[config.mk]
export PLATFORM = sky130hd
export DESIGN_NAME = best_fit_partition_allocator
export DESIGN_NICKNAME = d
export VERILOG_FILES = /design/src/rtl/bfpa_pkg.sv /design/src/rtl/bfpa_cell.sv /design/src/rtl/best_fit_partition_allocator.sv
export SDC_FILE = /design/constraint.sdc
export NUM_CORES = 1
export LEC_CHECK = 0
export BUFFER_PORTS_ARGS = -buffer_cell sky130_fd_sc_hd__buf_2
export CAP_MARGIN = 10
export CORE_ASPECT_RATIO = 0.6
export CORE_MARGIN = 2
export CORE_UTILIZATION = 35
export CTS_CLUSTER_SIZE = 28
export DETAILED_ROUTE_END_ITERATION = 10
export SETUP_SLACK_MARGIN = 0.1
export SYNTH_ARGS = -nofsm -noshare
export SYNTH_HDL_FRONTEND = slang
export SYNTH_HIERARCHICAL = 1
export SYNTH_SLANG_ARGS = --single-unit
[constraint.sdc]
create_clock -name clk -period 9 [get_ports clk]
set_input_delay 1.8 -clock clk [delete_from_list [all_inputs] [get_ports clk]]
set_output_delay 1.8 -clock clk [all_outputs]
set_load 0.03 [all_outputs]
[src/rtl/bfpa_pkg.sv]
// ----------------------------------------------------------------------------
// bfpa_pkg
// Shared types and codes of the best-fit partition allocator: request and
// response transactions, action and status codes, cell control and probe.
// ----------------------------------------------------------------------------
package bfpa_pkg;

    localparam int DEF_MAX_PARTITIONS = 8;
    localparam logic [15:0] MEMORY_TOTAL_RESET = 16'hFFFF;

    typedef enum logic [1:0] {
        ACT_DEFINE = 2'd0,
        ACT_STORE  = 2'd1,
        ACT_FREE   = 2'd2,
        ACT_NONE   = 2'd3
    } action_t;

    typedef enum logic [1:0] {
        ST_OK        = 2'd0,
        ST_NO_FIT    = 2'd1,
        ST_BAD_INDEX = 2'd2,
        ST_CLOSED    = 2'd3
    } status_t;

    typedef enum logic [1:0] {
        ALLOC_IDLE,
        ALLOC_SCAN,
        ALLOC_GRANT
    } alloc_state_t;

    typedef struct packed {
        logic [1:0]  action;
        logic [15:0] amount;
        logic [3:0]  partition_number;
    } req_item_t;

    typedef struct packed {
        logic [1:0]  status;
        logic [2:0]  granted_index;
        logic [15:0] space_left;
        logic [3:0]  partitions_defined;
    } rsp_item_t;

    // Write strobes from the allocator control to one cell
    typedef struct packed {
        logic define_we;
        logic free_we;
        logic grant_we;
    } cell_ctrl_t;

    // Running best-fit candidate handed from cell to cell
    typedef struct packed {
        logic        valid;
        logic        found;
        logic [15:0] size;
    } probe_t;

endpackage

[src/rtl/bfpa_cell.sv]
// ----------------------------------------------------------------------------
// bfpa_cell
// One partition slot: holds its defined size and the size it currently holds,
// and refines the best-fit probe passing through on its way down the row.
// ----------------------------------------------------------------------------
module bfpa_cell #(
    parameter int IDX_W      = 3,
    parameter int CELL_INDEX = 0
) (
    input  logic                 clk,
    input  logic                 rst_n,
    input  bfpa_pkg::cell_ctrl_t ctrl,
    input  logic [15:0]          wdata,
    input  logic [15:0]          amount,
    input  bfpa_pkg::probe_t     probe_in,
    input  logic [IDX_W-1:0]     idx_in,
    output bfpa_pkg::probe_t     probe_out,
    output logic [IDX_W-1:0]     idx_out
);
    import bfpa_pkg::*;

    localparam logic [IDX_W-1:0] MY_INDEX = IDX_W'(CELL_INDEX);

    logic             defined_reg;
    logic             defined_next;
    logic [15:0]      size_reg;
    logic [15:0]      size_next;
    logic [15:0]      held_reg;
    logic [15:0]      held_next;
    logic             probe_valid_reg;
    logic             probe_found_reg;
    logic [15:0]      probe_size_reg;
    probe_t           probe_next;
    logic [IDX_W-1:0] idx_reg;
    logic [IDX_W-1:0] idx_next;
    logic             candidate;
    logic             take;

    // Slot contents: define writes size and frees, free clears, grant records
    always_comb
    begin
        defined_next = defined_reg;
        size_next    = size_reg;
        held_next    = held_reg;
        if (ctrl.define_we)
        begin
            defined_next = 1'b1;
            size_next    = wdata;
            held_next    = '0;
        end
        else if (ctrl.free_we)
        begin
            held_next = '0;
        end
        else if (ctrl.grant_we)
        begin
            held_next = wdata;
        end
    end

    // Compare this slot against the running best; strict less keeps the lower index
    assign candidate = probe_in.valid && defined_reg && (held_reg == '0) &&
                       (size_reg >= amount);
    assign take      = candidate && (!probe_in.found || (size_reg < probe_in.size));

    always_comb
    begin
        probe_next.valid = probe_in.valid;
        probe_next.found = probe_in.found || take;
        probe_next.size  = take ? size_reg : probe_in.size;
        idx_next         = take ? MY_INDEX : idx_in;
    end

    always_ff @(posedge clk or negedge rst_n)
    begin
        if (!rst_n)
        begin
            defined_reg     <= 1'b0;
            held_reg        <= '0;
            probe_valid_reg <= 1'b0;
            probe_found_reg <= 1'b0;
        end
        else
        begin
            defined_reg     <= defined_next;
            held_reg        <= held_next;
            probe_valid_reg <= probe_next.valid;
            probe_found_reg <= probe_next.found;
        end
    end

    // Payload registers carry no reset
    always_ff @(posedge clk)
    begin
        size_reg       <= size_next;
        probe_size_reg <= probe_next.size;
        idx_reg        <= idx_next;
    end

    assign probe_out = {probe_valid_reg, probe_found_reg, probe_size_reg};
    assign idx_out   = idx_reg;

    // Once a fit is found upstream it is never lost
    a_found_sticky: assert property (@(posedge clk) disable iff (!rst_n)
        probe_in.valid && probe_in.found |=> probe_out.found)
        else $error("bfpa_cell: probe lost its fit");

    // A slot that wins the compare names itself downstream
    a_take_index: assert property (@(posedge clk) disable iff (!rst_n)
        take |=> (idx_out == MY_INDEX) && (probe_out.size == size_reg))
        else $error("bfpa_cell: winning slot not forwarded");

    // A freshly defined slot is free
    a_define_free: assert property (@(posedge clk) disable iff (!rst_n)
        ctrl.define_we |=> defined_reg && (held_reg == '0))
        else $error("bfpa_cell: defined slot not free");

endmodule

[src/rtl/best_fit_partition_allocator.sv]
// ----------------------------------------------------------------------------
// best_fit_partition_allocator
// Fixed-partition memory allocator with a best-fit store policy.
// ----------------------------------------------------------------------------
// Partitions are kept in a row of MAX_PARTITIONS slot cells. Define, free and
// undefined actions finish in the cycle they are accepted, so the response is
// registered in the cycle after. A store of nonzero size launches a probe that
// walks the row one cell per clock; its result is captured at the row's end
// and its grant is loaded into the response register once the output is free.
// One request is in flight at a time; a new request is held off while a
// response waits unaccepted in the response register, and for the whole of a
// store until its grant has been loaded into that register.
module best_fit_partition_allocator #(
    parameter int MAX_PARTITIONS = bfpa_pkg::DEF_MAX_PARTITIONS
) (
    input  logic                clk,
    input  logic                rst_n,
    input  logic                cfg_write,
    input  logic [15:0]         cfg_data,
    input  logic                req_valid,
    output logic                req_stall,
    input  bfpa_pkg::req_item_t req,
    output logic                rsp_valid,
    input  logic                rsp_stall,
    output bfpa_pkg::rsp_item_t rsp
);
    import bfpa_pkg::*;

    localparam int IDX_W = (MAX_PARTITIONS > 1) ? $clog2(MAX_PARTITIONS) : 1;
    localparam int CNT_W = $clog2(MAX_PARTITIONS + 1);
    localparam int CMP_W = ((CNT_W > 4) ? CNT_W : 4) + 1;
    localparam logic [CNT_W-1:0] COUNT_FULL = CNT_W'(MAX_PARTITIONS);

    alloc_state_t     state_reg;
    alloc_state_t     state_next;
    logic [15:0]      memory_total_reg;
    logic [CNT_W-1:0] count_reg;
    logic [CNT_W-1:0] count_next;
    logic [15:0]      total_reg;
    logic [15:0]      total_next;
    logic             closed_reg;
    logic             closed_next;
    logic [15:0]      amount_reg;
    logic             launch_reg;
    logic             launch_next;
    logic             found_reg;
    logic [IDX_W-1:0] best_reg;
    rsp_item_t        rsp_reg;
    rsp_item_t        rsp_next;
    logic             rsp_valid_reg;
    logic             rsp_valid_next;

    logic             req_fire;
    logic             out_free;
    logic             grant_fire;
    logic             scan_start;
    logic             result_load;
    logic             define_ok;
    logic             free_ok;
    logic [16:0]      define_sum;
    logic [CMP_W-1:0] pnum_ext;
    logic [CMP_W-1:0] count_ext;
    logic [15:0]      wdata;
    logic [1:0]       status_now;
    logic [IDX_W+2:0] granted_wide;
    logic [CNT_W+3:0] count_wide;

    cell_ctrl_t       cell_ctrl [MAX_PARTITIONS];
    probe_t           probe_link [MAX_PARTITIONS+1];
    logic [IDX_W-1:0] idx_link [MAX_PARTITIONS+1];

    // ---------------- handshake ----------------
    assign out_free   = !rsp_valid_reg || !rsp_stall;
    assign req_fire   = req_valid && !req_stall;
    assign scan_start = req_fire && (req.action == ACT_STORE) && (req.amount != '0);

    // Next state
    always_comb
    begin
        state_next = state_reg;
        case (state_reg)
            ALLOC_IDLE:
            begin
                if (scan_start)
                begin
                    state_next = ALLOC_SCAN;
                end
            end
            ALLOC_SCAN:
            begin
                if (probe_link[MAX_PARTITIONS].valid)
                begin
                    state_next = ALLOC_GRANT;
                end
            end
            ALLOC_GRANT:
            begin
                if (out_free)
                begin
                    state_next = ALLOC_IDLE;
                end
            end
            default:
            begin
                state_next = ALLOC_IDLE;
            end
        endcase
    end

    // State outputs
    always_comb
    begin
        req_stall  = 1'b1;
        grant_fire = 1'b0;
        case (state_reg)
            ALLOC_IDLE:
            begin
                req_stall = !out_free;
            end
            ALLOC_SCAN:
            begin
                req_stall = 1'b1;
            end
            ALLOC_GRANT:
            begin
                grant_fire = out_free;
            end
            default:
            begin
                req_stall = 1'b1;
            end
        endcase
    end

    // ---------------- request decode ----------------
    assign define_sum = {1'b0, total_reg} + {1'b0, req.amount};
    assign pnum_ext   = CMP_W'(req.partition_number);
    assign count_ext  = CMP_W'(count_reg);
    assign define_ok  = req_fire && (req.action == ACT_DEFINE) && !closed_reg &&
                        (count_reg != COUNT_FULL) &&
                        (define_sum <= {1'b0, memory_total_reg});
    assign free_ok    = req_fire && (req.action == ACT_FREE) &&
                        (pnum_ext != '0) && (pnum_ext <= count_ext);
    assign launch_next = scan_start;

    // Status of an item that finishes at acceptance
    always_comb
    begin
        status_now = ST_OK;
        case (req.action)
            ACT_DEFINE:
            begin
                if (closed_reg)
                begin
                    status_now = ST_CLOSED;
                end
                else if (!define_ok)
                begin
                    status_now = ST_NO_FIT;
                end
            end
            ACT_STORE:
            begin
                status_now = ST_NO_FIT;
            end
            ACT_FREE:
            begin
                if (!free_ok)
                begin
                    status_now = ST_BAD_INDEX;
                end
            end
            default:
            begin
                status_now = ST_OK;
            end
        endcase
    end

    // Table bookkeeping
    always_comb
    begin
        count_next  = count_reg;
        total_next  = total_reg;
        closed_next = closed_reg;
        if (define_ok)
        begin
            count_next = count_reg + 1'b1;
            total_next = define_sum[15:0];
        end
        if (req_fire && ((req.action == ACT_STORE) || (req.action == ACT_FREE)))
        begin
            closed_next = 1'b1;
        end
    end

    // ---------------- response ----------------
    assign result_load  = (req_fire && !scan_start) || grant_fire;
    assign granted_wide = {3'b000, best_reg};
    assign count_wide   = {4'b0000, count_next};

    always_comb
    begin
        rsp_next = rsp_reg;
        if (result_load)
        begin
            rsp_next.partitions_defined = count_wide[3:0];
            rsp_next.space_left = (total_next > memory_total_reg) ? 16'd0
                                                                  : memory_total_reg - total_next;
            if (grant_fire)
            begin
                rsp_next.status        = found_reg ? ST_OK : ST_NO_FIT;
                rsp_next.granted_index = found_reg ? granted_wide[2:0] : 3'd0;
            end
            else
            begin
                rsp_next.status        = status_now;
                rsp_next.granted_index = 3'd0;
            end
        end
    end

    assign rsp_valid_next = result_load || (rsp_valid_reg && rsp_stall);

    // ---------------- cell row ----------------
    assign wdata = (state_reg == ALLOC_GRANT) ? amount_reg : req.amount;

    assign probe_link[0].valid = launch_reg;
    assign probe_link[0].found = 1'b0;
    assign probe_link[0].size  = '0;
    assign idx_link[0]         = '0;

    for (genvar i = 0; i < MAX_PARTITIONS; i++)
    begin : g_cell
        assign cell_ctrl[i].define_we = define_ok && (count_reg == CNT_W'(i));
        assign cell_ctrl[i].free_we   = free_ok && (pnum_ext == CMP_W'(i + 1));
        assign cell_ctrl[i].grant_we  = grant_fire && found_reg && (best_reg == IDX_W'(i));

        bfpa_cell #(
            .IDX_W      (IDX_W),
            .CELL_INDEX (i)
        ) u_cell (
            .clk       (clk),
            .rst_n     (rst_n),
            .ctrl      (cell_ctrl[i]),
            .wdata     (wdata),
            .amount    (amount_reg),
            .probe_in  (probe_link[i]),
            .idx_in    (idx_link[i]),
            .probe_out (probe_link[i+1]),
            .idx_out   (idx_link[i+1])
        );
    end

    // ---------------- registers ----------------
    always_ff @(posedge clk or negedge rst_n)
    begin
        if (!rst_n)
        begin
            state_reg        <= ALLOC_IDLE;
            memory_total_reg <= MEMORY_TOTAL_RESET;
            count_reg        <= '0;
            total_reg        <= '0;
            closed_reg       <= 1'b0;
            launch_reg       <= 1'b0;
            found_reg        <= 1'b0;
            rsp_valid_reg    <= 1'b0;
        end
        else
        begin
            state_reg     <= state_next;
            count_reg     <= count_next;
            total_reg     <= total_next;
            closed_reg    <= closed_next;
            launch_reg    <= launch_next;
            rsp_valid_reg <= rsp_valid_next;
            if (cfg_write)
            begin
                memory_total_reg <= cfg_data;
            end
            if ((state_reg == ALLOC_SCAN) && probe_link[MAX_PARTITIONS].valid)
            begin
                found_reg <= probe_link[MAX_PARTITIONS].found;
            end
        end
    end

    // Payload registers
    always_ff @(posedge clk)
    begin
        rsp_reg <= rsp_next;
        if (req_fire)
        begin
            amount_reg <= req.amount;
        end
        if ((state_reg == ALLOC_SCAN) && probe_link[MAX_PARTITIONS].valid)
        begin
            best_reg <= idx_link[MAX_PARTITIONS];
        end
    end

    assign rsp_valid = rsp_valid_reg;
    assign rsp       = rsp_reg;

    // ---------------- checks ----------------
    a_scan_blocks: assert property (@(posedge clk) disable iff (!rst_n)
        (state_reg != ALLOC_IDLE) |-> req_stall)
        else $error("allocator: request taken during a store");

    a_count_bound: assert property (@(posedge clk) disable iff (!rst_n)
        count_reg <= COUNT_FULL)
        else $error("allocator: partition count overflow");

    a_probe_only_scan: assert property (@(posedge clk) disable iff (!rst_n)
        probe_link[MAX_PARTITIONS].valid |-> (state_reg == ALLOC_SCAN))
        else $error("allocator: probe arrived outside a scan");

    a_define_closed: assert property (@(posedge clk) disable iff (!rst_n)
        closed_reg |=> closed_reg && $stable(count_reg))
        else $error("allocator: table changed after setup closed");

endmodule
==> qor.csv <==
stage,metric,value,unit
outcome,status,completed,
timing,max_slew_margin,0.151,
synthesis,synth_warnings,6,
timing,fmax,123,MHz
final_layout,layout-drive-gt1-share,0.157,
final_layout,finalNonFillerCells,3552,
route,totalWireLength,72.5,mm
cts,holdBufCountCts,0,
pwr,power_density,209,mW/mm²
route,via_per_inst,5.12,
synthesis,syn_area,0.0269,mm²
global_routing,grt_start_max_net_pins,75,
setup_path,worst_setup_path_end_kind,flop,
setup_path,r2r_slack,1800,ps
setup_path,critical_path.startpoint,req[4],
setup_path,cell_by_cell_trace_of_the_critical_path,"buf_2, ha_1, fa_1, a211o_1, a21o_1, o22ai_1, o21a_1, o311ai_0, ha_1, a211o_1, nor2_1, o21ai_0, o311ai_1, buf_4, o211ai_4, mux2_4, ha_1, fa_1, nor2b_1, o21a_1, o21ai_0, a211oi_1, o41ai_1, mux2_2",
cts,clkSlewWorstSetupHoldPaths,70,ps
timing,final-max-slew-violation-count,0,
cts,clkLatencyLatePin,600,ps
setup_path,worstSetupPathDepth,24,
timing,holdWs,396,ps
setup_path,worst_path_dominant_cell_family,compound AO/OA/AOI/OAI gates,
cts,cts.path.max_buffers,3,
floorplanning,rows,78,
pwr,power.switching_fraction,0.332,
synthesis,synth.avg_cell_area,11.3,µm²
pwr,power.switching,2080,µW
placed_design,gp_weighted_congestion,0.912,
cts,cts_resized,0,
cts,tritoncts_buffers,46,
pwr,seqPwrFrac,0.430,
pwr,power.combinational.fraction,0.259,
synthesis,post_synth_inst_count,2393,
floorplanning,floorplan.die.width,362,µm
setup_path,cp_slowest_cell,sky130_fd_sc_hd__a211oi_1,
final_layout,fill_cells,7152,
timing,final.setup.tns,0,ps
setup_path,critical_path.startpoint_type,primary input,
floorplanning,core_area,0.0758,mm²
setup_path,critical_path.reg2reg.endpoint,rsp[18],
timing,setup_viol,0,
min_path,hold_path.class,flop to flop,
route,drt_iter0_drc,1519,
timing,finalHoldViolCount,0,
setup_path,worst-endpoint-required,9350,ps
timing,final.period_utilization,0.905,
global_routing,grt_use_total,0.184,
cts,cts_setup_buffers,0,
setup_path,regToRegStartpoint,total_reg[0],
pwr,vdd_drop_max,0.133,mV
setup_path,endpoint,rsp[18],
global_routing,grt_overflow,0,
floorplanning,design.portCount,70,
cts,cts.sinks,502,
timing,grt_setup_unrepaired,false,
setup_path,timing_worst_setup_path_type,primary input to flop,
final_layout,final_util,0.396,
route,detailedRoute.firstPassIterationCount,6,
floorplanning,floorplan.initialDensity,0.355,
setup_path,max_stage_delay,720,ps
pwr,total_internal_power,4190,µW
placed_design,port_buffer_count,69,
cts,htreeDepth,2,
floorplanning,fp.dieH,219,µm
route,route.vias.total,18200,
final_layout,layout.area.seq,0.0128,mm²
setup_path,crit_top_cell,sky130_fd_sc_hd__ha_1,
setup_path,cp.arrival,8490,ps
final_layout,multiInputGateArea,0.0128,mm²
pwr,leakage,0.0139,µW
route,postRouteAntennaNets,0,
final_layout,nets,2862,
placed_design,placed_cells_incl_taps,3461,
global_routing,global_route_wire_length_before_repair,111,mm
setup_path,critical_path_buf_inv_count,2,
setup_path,crit_fanout,7,
setup_path,worst_r2r_path_depth,23,
final_layout,area.growth.synth_to_final,11.5,%
pwr,clkPwrFrac,0.310,
timing,timing_worst_slew_pin_value,1270,ps
job,cap_violations,0,
cts,cts_tree,done,
route,drt-wirelength-per-cell,20.4,µm
placed_design,dp.final_hpwl,53.1,mm
cts,buffer_cell_driving_the_clock_tree_root,sky130_fd_sc_hd__clkbuf_16,
route,post_detailed_route_drc_marker_count,0,
placed_design,dpl_cell_area,0.0286,mm²
final_layout,final_area,0.0300,mm²
global_routing,number_of_antenna_violations_at_the_first_check_in_global_routing,10,
global_routing,number_of_global_route_vias_before_repair,18300,
floorplanning,fp.dieArea,0.0792,mm²
timing,finalClockSkew,24.2,ps
timing,fin_crit,8140,ps
==> worst min path at each step <==
stage	from	to	cells past startpoint
2_1_floorplan	launch_reg	g_cell[0].u_cell/probe_valid_reg	0
5_1_grt	g_cell[5].u_cell/probe_valid_reg	g_cell[6].u_cell/probe_valid_reg	0
3_3_place_gp	g_cell[5].u_cell/probe_valid_reg	g_cell[6].u_cell/probe_valid_reg	0
6_report	g_cell[3].u_cell/probe_valid_reg	g_cell[4].u_cell/probe_valid_reg	0
4_1_cts	g_cell[3].u_cell/probe_valid_reg	g_cell[4].u_cell/probe_valid_reg	0
3_5_place_dp	g_cell[3].u_cell/probe_valid_reg	g_cell[4].u_cell/probe_valid_reg	0
==> metrics by stage <==
step                      total power (µW)  setup WS (ps)
after floorplan                       3770           1040
after global placement                4280            654
after detailed placement              4320            501
after CTS                             6270           1110
after global routing                  6570            699
final                                 6270            856
==> routing by layer <==
layer,track usage,vias to the layer above,share of wire
met2,0.245,558,0.38
met5,0,-,0.00012
met3,0.0464,88,0.085
met1,0.294,8875,0.52
met4,0.0335,2,0.015
li1,-,8663,-
==> power by group through the flow <==
stage               registers [µW]  logic, µW  clock network, µW
finish                        2700       1630               1950
global route                  2710       1780               2080
CTS                           2700       1590               1980
detailed placement            2740       1580                  0
global placement              2740       1540                  0
floorplan                     2730       1050                  0
==> placed cells by master, fill, tap and decap left out, types with 9 or more instances in the layout <==
master                      count
sky130_fd_sc_hd__a211oi_1      14
sky130_fd_sc_hd__a21boi_0      15
sky130_fd_sc_hd__a21o_1        26
sky130_fd_sc_hd__a21oi_1       98
sky130_fd_sc_hd__a31oi_1       19
sky130_fd_sc_hd__and2_1        10
sky130_fd_sc_hd__buf_2         68
sky130_fd_sc_hd__buf_4         34
sky130_fd_sc_hd__clkbuf_1      10
sky130_fd_sc_hd__clkbuf_16     46
sky130_fd_sc_hd__clkinv_2      11
sky130_fd_sc_hd__conb_1        38
sky130_fd_sc_hd__dfrtp_1      178
sky130_fd_sc_hd__dfstp_2       16
sky130_fd_sc_hd__dfxtp_1      136
sky130_fd_sc_hd__edfxtp_1     172
sky130_fd_sc_hd__ha_1         308
sky130_fd_sc_hd__inv_1        298
sky130_fd_sc_hd__mux2_2        67
sky130_fd_sc_hd__mux2_4        63
sky130_fd_sc_hd__mux2i_1      146
sky130_fd_sc_hd__nand2_1      108
sky130_fd_sc_hd__nand2b_1      42
sky130_fd_sc_hd__nand3_1       37
sky130_fd_sc_hd__nand3b_1       9
sky130_fd_sc_hd__nand4_1       48
sky130_fd_sc_hd__nor2_1       175
sky130_fd_sc_hd__nor3_1        29
sky130_fd_sc_hd__nor4_1        33
sky130_fd_sc_hd__nor4_2        12
sky130_fd_sc_hd__o21a_1        15
sky130_fd_sc_hd__o21ai_0       67
sky130_fd_sc_hd__or2_2         22
sky130_fd_sc_hd__xnor2_1       13
==> layout make-up <==
cell class,count,share of cell area
inverters,298,0.0372
clock buffers,59,0.0410
well taps,1000,0.0417
clock inverters,27,0.00687
repair buffers,103,0.0203
diodes,5,0.000417
flip-flops and latches,502,0.425
multi-input cells,1558,0.428
Power figures use the tool's default switching activity.
